## config.mk

```make
export PLATFORM = sky130hd
export DESIGN_NAME = integer_predicate_filter
export DESIGN_NICKNAME = d
export VERILOG_FILES = /design/src/rtl/ipf_pkg.sv /design/src/rtl/ipf_ctrl.sv /design/src/rtl/ipf_dp.sv /design/src/rtl/integer_predicate_filter.sv
export SDC_FILE = /design/constraint.sdc
export NUM_CORES = 1
export LEC_CHECK = 0
export ABC_AREA = 0
export BUFFER_PORTS_ARGS = -buffer_cell sky130_fd_sc_hd__buf_2
export CAP_MARGIN = 10
export CORE_MARGIN = 2
export CORE_UTILIZATION = 61
export DETAILED_ROUTE_END_ITERATION = 8
export PLACE_DENSITY = 0.82
export RECOVER_POWER = 100
export SLEW_MARGIN = 20
export SYNTH_ARGS = -nofsm -noshare
export SYNTH_HDL_FRONTEND = slang
export SYNTH_SLANG_ARGS = --single-unit
```

## constraint.sdc

```tcl
create_clock -name clk -period 5.2 [get_ports clk]
set_input_delay 0.52 -clock clk [delete_from_list [all_inputs] [get_ports clk]]
set_output_delay 0.52 -clock clk [all_outputs]
set_load 0.02 [all_outputs]
```

## src/rtl/ipf_pkg.sv

```systemverilog
`timescale 1ns / 1ps
// ----------------------------------------------------------------------------
// ipf_pkg
// Shared types for the integer predicate filter: modes, controller states and
// the command and status groups between the controller and the datapath.
// ----------------------------------------------------------------------------
package ipf_pkg;

  typedef enum logic [1:0] {
    MODE_EVEN   = 2'd0,
    MODE_SQUARE = 2'd1,
    MODE_PRIME  = 2'd2,
    MODE_NONE   = 2'd3
  } mode_t;

  localparam logic REG_FILTER_MODE = 1'b0;

  typedef enum logic [2:0] {
    ST_IDLE,
    ST_CLASSIFY,
    ST_ROOT,
    ST_CHECK,
    ST_TEST,
    ST_DIV,
    ST_DIVCHK,
    ST_EMIT
  } state_t;

  typedef struct packed {
    logic load;
    logic root_step;
    logic div_init;
    logic div_step;
    logic d_inc;
    logic emit;
  } ctrl_cmd_t;

  typedef struct packed {
    logic is_even;
    logic is_neg;
    logic is_small;
    logic cnt_zero;
    logic root_exact;
    logic d_over_root;
    logic rem_zero;
  } dp_status_t;

endpackage

```

## src/rtl/ipf_ctrl.sv

```systemverilog
`timescale 1ns / 1ps
// ----------------------------------------------------------------------------
// ipf_ctrl
// Sequencer for one word: classify, then the square root in square and prime modes, then trial division in prime mode.
// ----------------------------------------------------------------------------
module ipf_ctrl
  import ipf_pkg::*;
(
  input  logic       clk,
  input  logic       rst,
  input  mode_t      filter_mode,
  input  logic       in_valid,
  output logic       in_ready,
  input  logic       out_free,
  input  dp_status_t status,
  output ctrl_cmd_t  cmd
);

  state_t state;
  state_t state_next;

  always_ff @(posedge clk) begin
    if (rst) begin
      state <= ST_IDLE;
    end else begin
      state <= state_next;
    end
  end

  always_comb begin
    state_next = state;
    cmd        = '0;
    in_ready   = 1'b0;
    unique case (state)
      ST_IDLE: begin
        in_ready = 1'b1;
        if (in_valid) begin
          cmd.load   = 1'b1;
          state_next = ST_CLASSIFY;
        end
      end
      ST_CLASSIFY: begin
        unique case (filter_mode)
          MODE_EVEN:   state_next = status.is_even ? ST_EMIT : ST_IDLE;
          MODE_SQUARE: state_next = status.is_neg ? ST_IDLE : ST_ROOT;
          MODE_PRIME:  state_next = (status.is_neg || status.is_small) ? ST_IDLE : ST_ROOT;
          default:     state_next = ST_IDLE;
        endcase
      end
      ST_ROOT: begin
        cmd.root_step = 1'b1;
        if (status.cnt_zero) begin
          state_next = ST_CHECK;
        end
      end
      ST_CHECK: begin
        if (filter_mode == MODE_SQUARE) begin
          state_next = status.root_exact ? ST_EMIT : ST_IDLE;
        end else begin
          state_next = ST_TEST;
        end
      end
      ST_TEST: begin
        if (status.d_over_root) begin
          state_next = ST_EMIT;
        end else begin
          cmd.div_init = 1'b1;
          state_next   = ST_DIV;
        end
      end
      ST_DIV: begin
        cmd.div_step = 1'b1;
        if (status.cnt_zero) begin
          state_next = ST_DIVCHK;
        end
      end
      ST_DIVCHK: begin
        if (status.rem_zero) begin
          state_next = ST_IDLE;
        end else begin
          cmd.d_inc  = 1'b1;
          state_next = ST_TEST;
        end
      end
      ST_EMIT: begin
        if (out_free) begin
          cmd.emit   = 1'b1;
          state_next = ST_IDLE;
        end
      end
      default: state_next = ST_IDLE;
    endcase
  end

endmodule

```

## src/rtl/ipf_dp.sv

```systemverilog
`timescale 1ns / 1ps
// ----------------------------------------------------------------------------
// ipf_dp
// Datapath: sample register, bit-serial square root, shift-subtract remainder
// unit and the trial divisor.
// ----------------------------------------------------------------------------
module ipf_dp
  import ipf_pkg::*;
#(
  parameter int VALUE_BITS = 16
) (
  input  logic                  clk,
  input  ctrl_cmd_t             cmd,
  input  logic [VALUE_BITS-1:0] in_value,
  output logic [VALUE_BITS-1:0] value,
  output dp_status_t            status
);

  localparam int W  = VALUE_BITS;
  localparam int RB = (W + 1) / 2;
  localparam int CW = $clog2(W);

  logic [W-1:0]  rt_rem;
  logic [W-1:0]  rt_root;
  logic [W-1:0]  rt_bit;
  logic [CW-1:0] cnt;
  logic [RB:0]   divisor;
  logic [RB-1:0] dv_rem;
  logic [W-1:0]  dv_sh;

  logic [W:0]    rt_sum;
  logic          rt_ge;
  logic [RB:0]   dv_trial;
  logic          dv_ge;
  logic [RB:0]   dv_diff;

  assign rt_sum   = {1'b0, rt_root} + {1'b0, rt_bit};
  assign rt_ge    = {1'b0, rt_rem} >= rt_sum;
  assign dv_trial = {dv_rem, dv_sh[W-1]};
  assign dv_ge    = dv_trial >= divisor;
  assign dv_diff  = dv_trial - divisor;

  always_ff @(posedge clk) begin
    if (cmd.load) begin
      value   <= in_value;
      rt_rem  <= in_value;
      rt_root <= '0;
      rt_bit  <= W'(1) << (2 * (RB - 1));
      cnt     <= CW'(RB - 1);
      divisor <= (RB + 1)'(2);
    end
    if (cmd.root_step) begin
      if (rt_ge) begin
        rt_rem  <= rt_rem - rt_sum[W-1:0];
        rt_root <= (rt_root >> 1) + rt_bit;
      end else begin
        rt_root <= rt_root >> 1;
      end
      rt_bit <= rt_bit >> 2;
      cnt    <= cnt - CW'(1);
    end
    if (cmd.div_init) begin
      dv_rem <= '0;
      dv_sh  <= value;
      cnt    <= CW'(W - 1);
    end
    if (cmd.div_step) begin
      dv_rem <= dv_ge ? dv_diff[RB-1:0] : dv_trial[RB-1:0];
      dv_sh  <= dv_sh << 1;
      cnt    <= cnt - CW'(1);
    end
    if (cmd.d_inc) begin
      divisor <= divisor + (RB + 1)'(1);
    end
  end

  always_comb begin
    status.is_even     = ~value[0];
    status.is_neg      = value[W-1];
    status.is_small    = (value[W-1:1] == '0);
    status.cnt_zero    = (cnt == '0);
    status.root_exact  = (rt_rem == '0);
    status.d_over_root = {{(W-RB-1){1'b0}}, divisor} > rt_root;
    status.rem_zero    = (dv_rem == '0);
  end

endmodule

```

## src/rtl/integer_predicate_filter.sv

```systemverilog
`timescale 1ns / 1ps
// ----------------------------------------------------------------------------
// integer_predicate_filter
// Passes on only the signed words that satisfy the predicate set by the
// filter_mode register: even, perfect square or prime; the unused mode passes none.
// ----------------------------------------------------------------------------
// Channel   Direction  Handshake          Contents
// s_*       in         s_tvalid/s_tready  sample_value
// m_*       out        m_tvalid/m_tready  kept_value
// apb       in/out     psel/penable       filter_mode at address 0
//
// A word in even or unused mode, or one that is negative or too small to test,
// is classified and then dropped, or emitted when an even word is kept. Otherwise
// the bit-serial square root runs first, and a kept square is then emitted. Prime
// mode then runs the one-bit-a-cycle remainder unit for each trial divisor from 2
// up to the square root, drops the word at the first divisor that divides it, and emits a kept prime.
// A kept word stalls the input only while the output register is still full.
// Reset clears the mode to even.
// ----------------------------------------------------------------------------
module integer_predicate_filter
  import ipf_pkg::*;
#(
  parameter int VALUE_BITS = 16
) (
  input  logic                            clk,
  input  logic                            rst,
  input  logic                            s_tvalid,
  output logic                            s_tready,
  input  logic [((VALUE_BITS+7)/8)*8-1:0] s_tdata,  // Bits up from 0: sample_value.
  output logic                            m_tvalid,
  input  logic                            m_tready,
  output logic [((VALUE_BITS+7)/8)*8-1:0] m_tdata,  // Bits up from 0: kept_value.
  input  logic                            psel,
  input  logic                            penable,
  input  logic                            pwrite,
  input  logic [2:0]                      paddr,
  input  logic [31:0]                     pwdata,
  output logic [31:0]                     prdata,
  output logic                            pready
);

  mode_t                 filter_mode;
  ctrl_cmd_t             cmd;
  dp_status_t            status;
  logic [VALUE_BITS-1:0] value;
  logic [VALUE_BITS-1:0] kept_value;
  logic                  out_free;

  assign pready   = 1'b1;
  assign out_free = ~m_tvalid | m_tready;

  always_ff @(posedge clk) begin
    if (rst) begin
      filter_mode <= MODE_EVEN;
    end else if (psel && penable && pwrite && (paddr[2] == REG_FILTER_MODE)) begin
      filter_mode <= mode_t'(pwdata[1:0]);
    end
  end

  always_comb begin
    prdata = '0;
    if (paddr[2] == REG_FILTER_MODE) begin
      prdata[1:0] = filter_mode;
    end
  end

  always_ff @(posedge clk) begin
    if (rst) begin
      m_tvalid <= 1'b0;
    end else if (cmd.emit) begin
      m_tvalid <= 1'b1;
    end else if (m_tready) begin
      m_tvalid <= 1'b0;
    end
  end

  always_ff @(posedge clk) begin
    if (cmd.emit) begin
      kept_value <= value;
    end
  end

  always_comb begin
    m_tdata                   = '0;
    m_tdata[VALUE_BITS-1:0]   = kept_value;
  end

  ipf_ctrl u_ctrl (
    .clk         (clk),
    .rst         (rst),
    .filter_mode (filter_mode),
    .in_valid    (s_tvalid),
    .in_ready    (s_tready),
    .out_free    (out_free),
    .status      (status),
    .cmd         (cmd)
  );

  ipf_dp #(
    .VALUE_BITS (VALUE_BITS)
  ) u_dp (
    .clk      (clk),
    .cmd      (cmd),
    .in_value (s_tdata[VALUE_BITS-1:0]),
    .value    (value),
    .status   (status)
  );

endmodule

```

Yosys cells after proc, flatten, opt, wreduce, memory -nomap -nowiden
Index checks and enable logic that the tools add are counted.
- register bits after elaboration: 115
- output and inout bits: 51
- word-level logic and storage cells: 101
- input port bits: 58
- $add $sub $neg: 6
- multiplexer cells: 46
- magnitude comparators: 3
- bitwise gates (word level): 3
- equality and inequality tests: 13
- reduce and logical (&&, ||, !) cells: 16
- operators with widths (cell ; number):
    16-bit two-way mux ; 8
    13-bit two-way mux ; 2
    3-bit two-way mux ; 8
    8-bit two-way mux ; 3
    3-bit one-hot mux with 8 select lines ; 1
    9-bit two-way mux ; 2
    16-bit by 15-bit adder with 17-bit output ; 1
    16-bit by 17-bit >= comparator with 1-bit output ; 1
    15-bit by 15-bit adder with 16-bit output ; 1
    9-bit by 16-bit > comparator with 1-bit output ; 1
    16-bit logical NOT ; 1
    4-bit two-way mux ; 4
    16-bit subtractor ; 1
    15-bit logical NOT ; 1
    1-bit two-way mux ; 13
    3-bit == test (second input constant) ; 4
    9-bit by 1-bit adder with 9-bit output (second input constant) ; 1
    9-bit >= comparator ; 1
    3-bit one-hot mux with 3 select lines ; 1
    8-bit logical NOT ; 1
    2-bit two-way mux ; 4
    2-bit inequality test (second input constant) ; 4
    2-bit nonzero test ; 4
    8-bit subtractor ; 1
    14 further kinds ; 18

Longest topological paths before layout
- depth in word-level cells: 6
- mapped depth: 19

Hierarchy
A second synthesis with hierarchy kept.
- cells, all modules: 717
- area, all modules: 7393.3 um2
- by module, submodules not included (module ; cells an instance ; times used ; seq. area each (um2) ; area an instance (um2)):
    ipf_dp ; 606 ; 1 ; 2612.5 ; 6192.2
    integer_predicate_filter ; 64 ; 1 ; 540.5 ; 868.3
    ipf_ctrl ; 47 ; 1 ; 60.1 ; 332.8

Worst setup path before layout
OpenSTA, ideal clock, no wires.
- path kind: register -> register
- from: register u_dp.rt_root[2]
- to: register u_dp.rt_root[9] (data pin)
- cell stages (with the launch flop): 17
- data arrival time: 3.252 ns
- slack: 1.692 ns
- data required time: 4.944 ns
- setup time: 0.256 ns
- path buffers: 1
- cells stage by stage: edfxtp_1 ha_1 a31oi_1 o21a_1 o21ai_0 a31oi_1 inv_1 a31oi_1 xor2_1 ha_1 o21ai_0 a31oi_1 nor2_1 a211oi_4 buf_6 a21oi_1 a31o_2
- cells in the longest elaborated chain, start to end: 4
- RTL lines (element ; RTL line ; RTL):
    start, declared ; ipf_dp.sv:24 ; logic [W-1:0] rt_root;
    start signal, assigned ; ipf_dp.sv:55 ; rt_root <= (rt_root >> 1) + rt_bit;
    start signal, assigned ; ipf_dp.sv:57 ; rt_root <= rt_root >> 1;
    16-bit by 15-bit adder with 17-bit output ; ipf_dp.sv:37 ; assign rt_sum = {1'b0, rt_root} + {1'b0, rt_bit};
    16-bit by 17-bit >= comparator with 1-bit output ; ipf_dp.sv:38 ; assign rt_ge = {1'b0, rt_rem} >= rt_sum;
    16-bit two-way mux (*) ; ipf_dp.sv:53 ; if (rt_ge) begin
    16-bit two-way mux (*) ; ipf_dp.sv:52 ; if (cmd.root_step) begin
Mark *: on every way between the ends. The rest lies on a longest branch, timed or not.
A chain may end at the register's enable or synchronous reset.

Final worst setup path
- from: register u_dp.rt_bit[0]
- to: register u_dp.rt_rem[1]
- cells in the longest elaborated chain, start to end: 4
- RTL lines (element ; RTL line ; RTL):
    start, declared ; ipf_dp.sv:25 ; logic [W-1:0] rt_bit;
    start signal, assigned ; ipf_dp.sv:48 ; rt_bit <= W'(1) << (2 * (RB - 1));
    start signal, assigned ; ipf_dp.sv:59 ; rt_bit <= rt_bit >> 2;
    16-bit by 15-bit adder with 17-bit output (*) ; ipf_dp.sv:37 ;
    16-bit subtractor / 16-bit by 17-bit >= comparator with 1-bit output (equally long branches) ; ipf_dp.sv:54, ipf_dp.sv:38 ;
    16-bit two-way mux (*) ; ipf_dp.sv:53 ;
    16-bit two-way mux (*) ; ipf_dp.sv:52 ;
    end signal, assigned ; ipf_dp.sv:46 ; rt_rem <= in_value;
    end signal, assigned ; ipf_dp.sv:54 ; rt_rem <= rt_rem - rt_sum[W-1:0];
    end, declared ; ipf_dp.sv:23 ; logic [W-1:0] rt_rem;
Marked as above.

==> impl_results.md <==
* Status: completed
* Top delay family on crit path: compound AO/OA/AOI/OAI gates
* Area of the die at 12,900 um2
* # setup viols final at 0
* Core area at 11,600 um2
* Vias in the first global route at 5,345
* Total track usage at 25.4%
* Slew margin rel. at 6.20%
* Layout cells sized above 1 at 8.24%
* ANT cells at 0
* Async set-reset flop share out of synthesis at 0%
* Final Cycle Share at 87.3%
* Row count at 39
* Mux cell area share after synthesis at 4.42%
* Crit path max-delay cell type: nand2_4
* Starting Density at 63.1%
* RePlAce Congestion at 0.889
* Adder and majority gate portion of the synthesized area at 9.80%
* Max-cap check violation count at 0
* Post-Synth Simple-Gate Area at 15.3%
* Vias per Instance at 6.16
* Hold Path Class: in2reg
* CTS sink cnt at 115
* Slowest Stage Delay on Critical Path at 0.44 ns
* CTS tree: done
* Remaining DRCs at 0
* Period minus WS final at 4.54 ns
* Synthesized area at 7300 um2
* Combinational family with the most area after synthesis: simple AND/OR/NAND/NOR gates
* Initial DRC count at 534
* Nets at 866
* EDFF count, synth at 91
* Syn Area/Cell at 10.3 um2
* Setup_tns at 0 ns
* Synthesized flop and latch total at 115
* Synth Area in Compound Gates at 14.3%
* Die H at 113 um
* Port Buf Inserts at 45
* Data arrival time of the critical path at 4.85 ns
* Post-route ant nets at 0
* Slew Limit Fails at 0
* Root Buffer: clkbuf_16
* First-pass DRT Iterations at 5
* WP buf/inv at 1
* Most common cell on crit path: ha_1
* WL/cell at 17.4 um
* Initial antenna violation count at 0
* Worst-Skew Late Latency at 0.42 ns
* Area share of xor/xnor cells in the synthesized design at 5.04%
* Hold Buf Count CTS at 0
* Cell count after synthesis at 708
* RSZ-0062 raised after global routing: no
* Top FF cell, synth: edfxtp_1
* CP startpoint kind: flip-flop
* Crit Path Category: reg2reg
* CTS Buf Count at 17
* Post-CTS Setup Bufs at 0
* Final HPWL DP at 11,300 um
* Setup crit end kind: flip-flop
* Setup Skew at 0.00618 ns
* Most common cell after layout, fill and taps aside: edfxtp_1
* Fmax at 220 MHz
* Worst slew pin tran at 1.40 ns
* Vias at 5,590
* Worst path cell trace: ha_1 -> ha_1 -> a21oi_1 -> o21ai_1 -> and3_1 -> o21ai_0 -> xor2_1 -> ha_1 -> a21o_1 -> a31oi_2 -> nor2_2 -> nor4_4 -> a211oi_4 -> clkbuf_2 -> nand2_4 -> mux2_2
* Drt total wl at 15,800 um
* GRT overflow at 0
* Reg clk slew, reported paths at 0.06 ns
* Register area share after synthesis at 44.0%
* Pin count of the biggest net entering global routing at 35
* Die width at 113 um
* Most frequent cells in the layout: edfxtp_1 (91), nand2_1 (57), ha_1 (54)
* WP data required at 5.51 ns
* Cell variety after synth at 70
* Fin. Hold Viols at 0
* Layout overhead on the synthesized area at 10.0%
* Number of H-tree levels at 4
* First-pass GRT wire length at 25,800 um
* Synth warnings at 0
* IO Count at 109
* Cts repair resizes at 0
* Maximum root-to-sink buffer count at 2
* Worst-case hold slack at 0.317 ns
* Worst-path fanout max at 30
stage by stage:
stage	cells	worst slack, ns	util [%]	instance area, um2
6_report	908	0.658	69.4	8030
5_1_grt	908	0.362	69.4	8030
4_1_cts	908	0.949	70.0	8100
3_5_place_dp	876	1.02	64.7	7480
3_3_place_gp	876	1.10	64.7	7480
2_1_floorplan	737	1.69	-	7410
flip-flops by register name, summed over array words and instances, names as in the netlist:
name	flops
u_dp.rt_rem	16
u_dp.dv_sh	16
u_dp.divisor	9
u_dp.rt_root	16
u_ctrl.state	3
filter_mode	2
u_dp.dv_rem	8
m_tvalid	1
u_dp.value	16
u_dp.rt_bit	8
u_dp.cnt	4
m_tdata	16
worst reg2reg max path, cell delays in order (launching register included):
cell      delay [ns]
edfxtp_1        0.41
ha_1            0.25
ha_1            0.21
a21oi_1         0.26
o21ai_1         0.17
and3_1          0.22
o21ai_0         0.22
xor2_1          0.21
ha_1            0.33
a21o_1          0.22
a31oi_2         0.23
nor2_2          0.07
nor4_4          0.29
a211oi_4        0.10
clkbuf_2        0.41
nand2_4         0.44
mux2_2          0.39
cell type report:
| class | instances | area, um2 |
|---|---|---|
| clock inverter | 15 | 196 |
| tap | 143 | 179 |
| timing repair buffer | 48 | 195 |
| sequential | 115 | 3210 |
| clock buffer | 17 | 425 |
| multi-input combinational | 530 | 3670 |
| inverter | 40 | 150 |
| fill | 845 | 3530 |
kinds of logic (layout without fill, tap and decap cells):
group / Yosys count / count (layout)
fa+ha+maj: 56 / 56
buf+inv: 92 / 120
compound gates: 149 / 149
simple gates: 220 / 220
flops: 115 / 115
other cells: 2 / 31
xor+xnor: 42 / 42
mux: 32 / 32
routing by layer:
layer	routed length, um	up-vias	global-route usage, %	part of all wire (%)
li1	-	2660	-	-
met1	6780	2652	32.3	43
met2	7570	240	42.1	48
met3	978	38	4.78	6.2
met4	441	0	12.2	2.8
met5	0	-	0	0
synthesized netlist by cell type (3+ instances only):
cell type | instances | area [um2]
edfxtp_1 | 91 | 2730
nand2_1 | 57 | 214
ha_1 | 54 | 676
nor2_1 | 49 | 184
inv_1 | 39 | 146
buf_4 | 33 | 248
a21oi_1 | 31 | 155
mux2i_1 | 30 | 300
o21ai_0 | 29 | 145
xnor2_1 | 25 | 219
dfxtp_1 | 24 | 480
nand3_1 | 22 | 110
xor2_1 | 17 | 149
a22o_1 | 15 | 131
nand4_1 | 14 | 87.6
nor4_1 | 13 | 81.3
nor3_1 | 12 | 60.1
a211oi_1 | 10 | 75.1
nand2b_1 | 9 | 56.3
nor2b_1 | 9 | 56.3
and2_1 | 8 | 50.1
a31o_2 | 7 | 61.3
a31oi_1 | 7 | 43.8
buf_2 | 7 | 35.0
clkbuf_1 | 7 | 26.3
a211o_1 | 5 | 43.8
a21o_1 | 5 | 37.5
o21a_1 | 5 | 37.5
o21ai_1 | 5 | 25.0
and3_1 | 4 | 25.0
buf_6 | 4 | 45.0
nand4b_1 | 4 | 35.0
or3_1 | 4 | 25.0
and4_1 | 3 | 26.3
or2_2 | 3 | 18.8
final timing paths:
check	endpoint	slack (ns)	from	cells after the start
min	u_dp.value[1]$_DFFE_PP_	0.32	s_tdata[1]	1
max reg2reg	u_dp.rt_rem[1]$_DFF_P_	0.66	u_dp.rt_bit[0]$_SDFFCE_PN0P_	16
min reg2reg	m_tdata[0]$_DFFE_PP_	0.47	u_dp.value[0]$_DFFE_PP_	0
max	u_dp.rt_rem[1]$_DFF_P_	0.66	u_dp.rt_bit[0]$_SDFFCE_PN0P_	16
Power is left out: the tool's default activity adds up to more than one toggle a clock period on the data nets, which glitch-free logic cannot reach.
